### src/rtl/orot_pkg.sv
// orot_pkg: shared widths for the oriented rectangle overlap test.
// No dependencies.
`default_nettype none
package orot_pkg;
   localparam int COORD_BITS_DEF    = 24;
   localparam int ROT_FRAC_BITS_DEF = 14;

   typedef struct packed {
      logic valid;
      logic aligned;
   } stage_ctl_type;
endpackage
`default_nettype wire

### src/rtl/orot_corner.sv
// orot_corner: stage 1, per-rectangle corner generation.
// Depends on orot_pkg.
`default_nettype none
module orot_corner #(
   parameter int CB = orot_pkg::COORD_BITS_DEF,
   parameter int RF = orot_pkg::ROT_FRAC_BITS_DEF,
   localparam int RB = RF + 2,
   localparam int PW = CB + RF + 4
) (
   input  wire logic                 clock,
   input  wire logic                 enable,
   input  wire logic signed [CB-1:0] cx,
   input  wire logic signed [CB-1:0] cy,
   input  wire logic [CB-2:0]        wd,
   input  wire logic [CB-2:0]        ht,
   input  wire logic signed [RB-1:0] rc,
   input  wire logic signed [RB-1:0] rs,
   output logic signed [PW-1:0]      px_ff [4],
   output logic signed [PW-1:0]      py_ff [4]
);
   import orot_pkg::*;

   logic signed [PW-1:0] bx, by, cw, sw, ch, sh;

   always_comb begin
      bx = PW'(cx) <<< (RF + 1);
      by = PW'(cy) <<< (RF + 1);
      cw = PW'(rc) * PW'($signed({1'b0, wd}));
      sw = PW'(rs) * PW'($signed({1'b0, wd}));
      ch = PW'(rc) * PW'($signed({1'b0, ht}));
      sh = PW'(rs) * PW'($signed({1'b0, ht}));
   end

   // corner k: ex = +-w by bit 0, ey = +-h by bit 1
   always_ff @(posedge clock) begin
      if (enable) begin
         for (int k = 0; k < 4; k++) begin
            px_ff[k] <= bx + (k[0] ? cw : -cw) - (k[1] ? sh : -sh);
            py_ff[k] <= by + (k[1] ? ch : -ch) + (k[0] ? sw : -sw);
         end
      end
   end
endmodule
`default_nettype wire

### config.mk
export PLATFORM = sky130hd
export DESIGN_NAME = orot_corner
export DESIGN_NICKNAME = d
export VERILOG_FILES = /design/src/rtl/orot_pkg.sv /design/src/rtl/orot_corner.sv
export SDC_FILE = /design/constraint.sdc
export NUM_CORES = 2
export LEC_CHECK = 0
export ABC_AREA = 1
export BUFFER_PORTS_ARGS = -buffer_cell sky130_fd_sc_hd__buf_2
export CORE_MARGIN = 2
export CORE_UTILIZATION = 24
export CTS_BUF_LIST = sky130_fd_sc_hd__clkbuf_8
export DETAILED_ROUTE_END_ITERATION = 16
export PLACE_DENSITY = 0.37
export SYNTH_ARGS = -nofsm -noshare
export SYNTH_HDL_FRONTEND = slang
export SYNTH_SLANG_ARGS = --single-unit
### constraint.sdc
create_clock -name clock -period 13.25 [get_ports clock]
set_input_delay 1.9875 -clock clock [delete_from_list [all_inputs] [get_ports clock]]
set_output_delay 1.9875 -clock clock [all_outputs]
set_load 0.05 [all_outputs]
# After elaboration in Yosys (flattened, before gate mapping)
# Cells that the tools add are included.
# classes
mux	0
div	0
n_mul	4
eq_ne	0
bitwise_logic	0
reduce_logical	0
magnitude_cmp	0
n_addsub	16
shifts	0
# op_table
op	n
negation 40 -> 42 bit	4
multiplier 16 x 24 -> 40 bit	4
adder 39 x 42 -> 42 bit	2
adder 39 x 40 -> 41 bit	2
adder 41 x 40 -> 42 bit	1
adder 41 x 42 -> 42 bit	1
adder 42 x 40 -> 42 bit	1
adder 42 bit	1
subtractor 41 x 40 -> 42 bit	1
subtractor 41 x 42 -> 42 bit	1
subtractor 42 x 40 -> 42 bit	1
subtractor 42 bit	1
# totals
latch_bits	0
word_cells	28
register_bits	336
mem_count	0
romBits	0
in_bits	128
out_inout_bits	336
ram_bits	0

# Longest topological paths before layout
# logic_depth
ltp_word	4
depth_mapped	55
mapped_depth_nobuf	52

# Least setup slack after synthesis
# No wires, ideal clock.
# synth_path
path_type	input -> register
startpoint	input rc[1]
endpoint	register px_ff[82] (netlist name), data pin
path_slack_ns	2.438
stages	48
t_arrival_ns	10.558
required_ns	12.996
n_path_buf	3
setup_time_ns	0.254
cell_sequence	clkbuf_1 buf_1 nand2_1 fa_1 fa_1 fa_1 inv_1 fa_1 fa_1 inv_1 fa_1 inv_1 ha_1 nand2_1 inv_1 a21oi_1 nand3_1 a21boi_1 [12 not listed] inv_1 o21ai_0 a31oi_1 xor2_1 ha_1 nand2_1 inv_1 a221oi_1 o21ai_0 a21oi_1 o21ai_0 nand3_1 nand2_1 and2_1 nand2_1 nand3_1 nand2_1 nand2_1
# synth_via
elab_chain_len	4
# synth_lines
element	line	rtl
start, declared	orot_corner.sv:16	input wire logic signed [RB-1:0] rc,
multiplier 16 x 24 -> 40 bit	orot_corner.sv:28	cw = PW'(rc) * PW'($signed({1'b0, wd}));
negation 40 -> 42 bit	--	
adder 39 x 42 -> 42 bit	orot_corner.sv:38	px_ff[k] <= bx + (k[0] ? cw : -cw) - (k[1] ? sh : -sh);
subtractor 42 x 40 -> 42 bit	orot_corner.sv:38	
end signal, assigned by index	orot_corner.sv:38	
end, declared	orot_corner.sv:18	output logic signed [PW-1:0] px_ff [4],
# Every way passes these cells.
# A chain may end at the register's enable or synchronous reset.

# Final worst setup path
# layout_path
startpoint	input rc[2]
endpoint	register px_ff[166] (netlist name), data pin
# layout_via
elab_chain_len	4
# layout_lines
element	line
multiplier 16 x 24 -> 40 bit	orot_corner.sv:28
negation 40 -> 42 bit	--
adder 39 x 42 -> 42 bit	orot_corner.sv:38
subtractor 42 bit	orot_corner.sv:38
# Every way passes these cells.

==> flow_metrics.tcl <==
set metrics [dict create \
    status "completed" \
    crit_path_max_incr_delay_ns 0.58 \
    cts_root_buf "clkbuf_8" \
    required_ns 13.81 \
    max_freq_ghz 0.0793 \
    cts.sinks 330 \
    firstDrtPassIters 6 \
    critPathMaxFanout 21 \
    multi_input_area_um2 64800 \
    min_period_ns 12.61 \
    syn-cell-area_um2 87500 \
    syn-num-nets 14100 \
    via_per_inst 4.43 \
    dp_hpwl_um 311000 \
    drv_cap 0 \
    async_reset_ff_share_pct 0 \
    worst_pin_slew_ns 1.24 \
    highest_layer "met5" \
    drtIter0Drc 5537 \
    die_h_um 608 \
    layout_commonest_cell "inv_1" \
    die-area_um2 369000 \
    grt_overflow 0 \
    drc 0 \
    grt_max_degree 71 \
    routed_wirelength_um 358000 \
    met1_length_um 174000 \
    holdCritStartpoint "enable" \
    met3WireLength_um 15300 \
    gp_congestion 0.933 \
    critPathMostFrequentCell "inv_1" \
    synth_ff_type "edfxtp_1" \
    clk_path_buf_depth 3 \
    maxSlewViolCount 0 \
    critPathCaptureType "flop" \
    min_path_type "input pin to flop" \
    finalSetupViolations 0 \
    yosysWarnings 0 \
    cts_tree "yes" \
    final_min_period_over_clock_period_pct 95.1 \
    row_count 221 \
    first_global_vias 78400 \
    crit_path_top_delay_cell "buf_2" \
    vias 75500 \
    antenna_found_initial 66 \
    wl_met2_um 163000 \
    synth-edff-count 330 \
    post-cts-setup-buffers 0 \
    post_drt_wl_per_cell_um 21.0 \
    muxShareOfSynthArea_pct 0 \
    hold_depth 1 \
    synth_compound_area_share_pct 8.42 \
    syn_avg_cell_area_um2 7.41 \
    maxSlewHeadroom_pct 16.4 \
    ant_nets 0 \
    tns_ns 0 \
    numCtsBuffers 59 \
    hold_buffers 0 \
    grt_pass1_wl_um 530000 \
    area_delta_synth_final_pct 11.2 \
    synth_simple_gate_area_share_pct 18.8 \
    start_kind "input pin" \
    synth-seq-cells 330 \
    rsz0062_at_grt "yes" \
    synthXorXnorAreaFrac_pct 5.80 \
    final_cell_mix "inv_1, nand2_1, fa_1, ha_1, nor2_1" \
    ys_seq_area_share_pct 11.3 \
    seq_area_um2 9910 \
    coreArea_um2 363000 \
    fp.dieW_um 608 \
    path_class "input pin to flop" \
    drive_above_1_share_pct 7.29 \
    finalHoldViolCount 0 \
    postSynthCellCount 11800 \
    ioPinCount 464 \
    io_buffers 463 \
    fillerInstances 40600 \
    crit_start "rc[2]" \
    htreeDepth 2 \
    cts_resized 0 \
    clkSlewWorstSetupHoldPaths_ns 0.07 \
    ys_types 66 \
    grt_usage_pct 19.2 \
    start_util_pct 24.1 \
    post_synth_fa_ha_maj_area_fraction_pct 41.0 \
    crit_arrival_ns 13.16 \
    nets 14500 \
    synth_top_family_by_area "adder cells" \
]
[cells by family after synthesis]
| logic type | count (synthesis) |
|---|---|
| AND/OR/NAND/NOR | 4050 |
| XOR/XNOR | 574 |
| AO/OA/AOI/OAI | 1289 |
| adder cells (fa/ha/maj) | 2160 |
| flip-flops | 330 |
| buffers and inverters | 3398 |
[metal layers]
metal  global-route usage, %  vias to the layer above
met2                    31.6                     1586
met5                       0                        -
met1                    27.6                    37200
met3                    1.80                      208
met4                    3.03                       16
li1                        -                    36500
[registers in the layout (all words and copies together), names as in the netlist]
signal,cells
px_ff,165
py_ff,165
[critical path: cells and delay by family]
| family | cells | cell delay (ns) |
|---|---|---|
| simple gates | 13 | 2.69 |
| xor+xnor | 2 | 0.83 |
| buf+inv | 10 | 1.33 |
| compound gates | 11 | 2.01 |
| fa+ha+maj | 9 | 4.22 |
[metrics by stage]
stage	hold WS [ns]	cells	util [%]	setup slack (ns)	cell area, um2
floorplan	2.10	11800	-	2.44	87500
global placement	2.53	16900	26.5	-0.514	96100
finish	1.79	17000	26.8	0.643	97300
detailed placement	2.53	16900	26.5	-0.322	96100
global route	1.73	17000	26.8	-0.0310	97200
CTS	1.69	17000	26.8	0.590	97200
[synthesized netlist by cell type, types with 23 or more instances]
master | n | area [um2]
a21boi_0 | 23 | 173
a21o_1 | 30 | 225
a21oi_1 | 637 | 3190
a31oi_1 | 123 | 769
buf_1 | 120 | 450
clkbuf_1 | 196 | 736
edfxtp_1 | 330 | 9910
fa_1 | 1178 | 23600
ha_1 | 982 | 12300
inv_1 | 3049 | 11400
nand2_1 | 2744 | 10300
nand2_2 | 45 | 282
nand3_1 | 273 | 1370
nand4_1 | 77 | 482
nor2_1 | 707 | 2650
nor2_2 | 31 | 194
nor3_1 | 75 | 375
o21a_1 | 38 | 285
o21ai_0 | 235 | 1180
o21ai_1 | 41 | 205
o21bai_1 | 33 | 248
xnor2_1 | 234 | 2050
xor2_1 | 335 | 2930
[path summary, 6_finish.rpt]
path | end | slack [ns]
max | px_ff[166]$_DFFE_PP_ | 0.64
min | px_ff[77]$_DFFE_PP_ | 1.79
[cell type report]
| cell class | count | area share [%] |
|---|---|---|
| multi-input cells | 8073 | 66.6 |
| diodes | 19 | 0.0489 |
| inverters | 3065 | 11.8 |
| clock inverters | 46 | 0.318 |
| well taps | 4794 | 6.17 |
| clock buffers | 60 | 0.849 |
| flip-flops and latches | 330 | 10.2 |
| repair buffers | 647 | 3.98 |
Power is left out: the tool's default activity adds up to more than one toggle a clock period on the data nets, which glitch-free logic cannot reach.
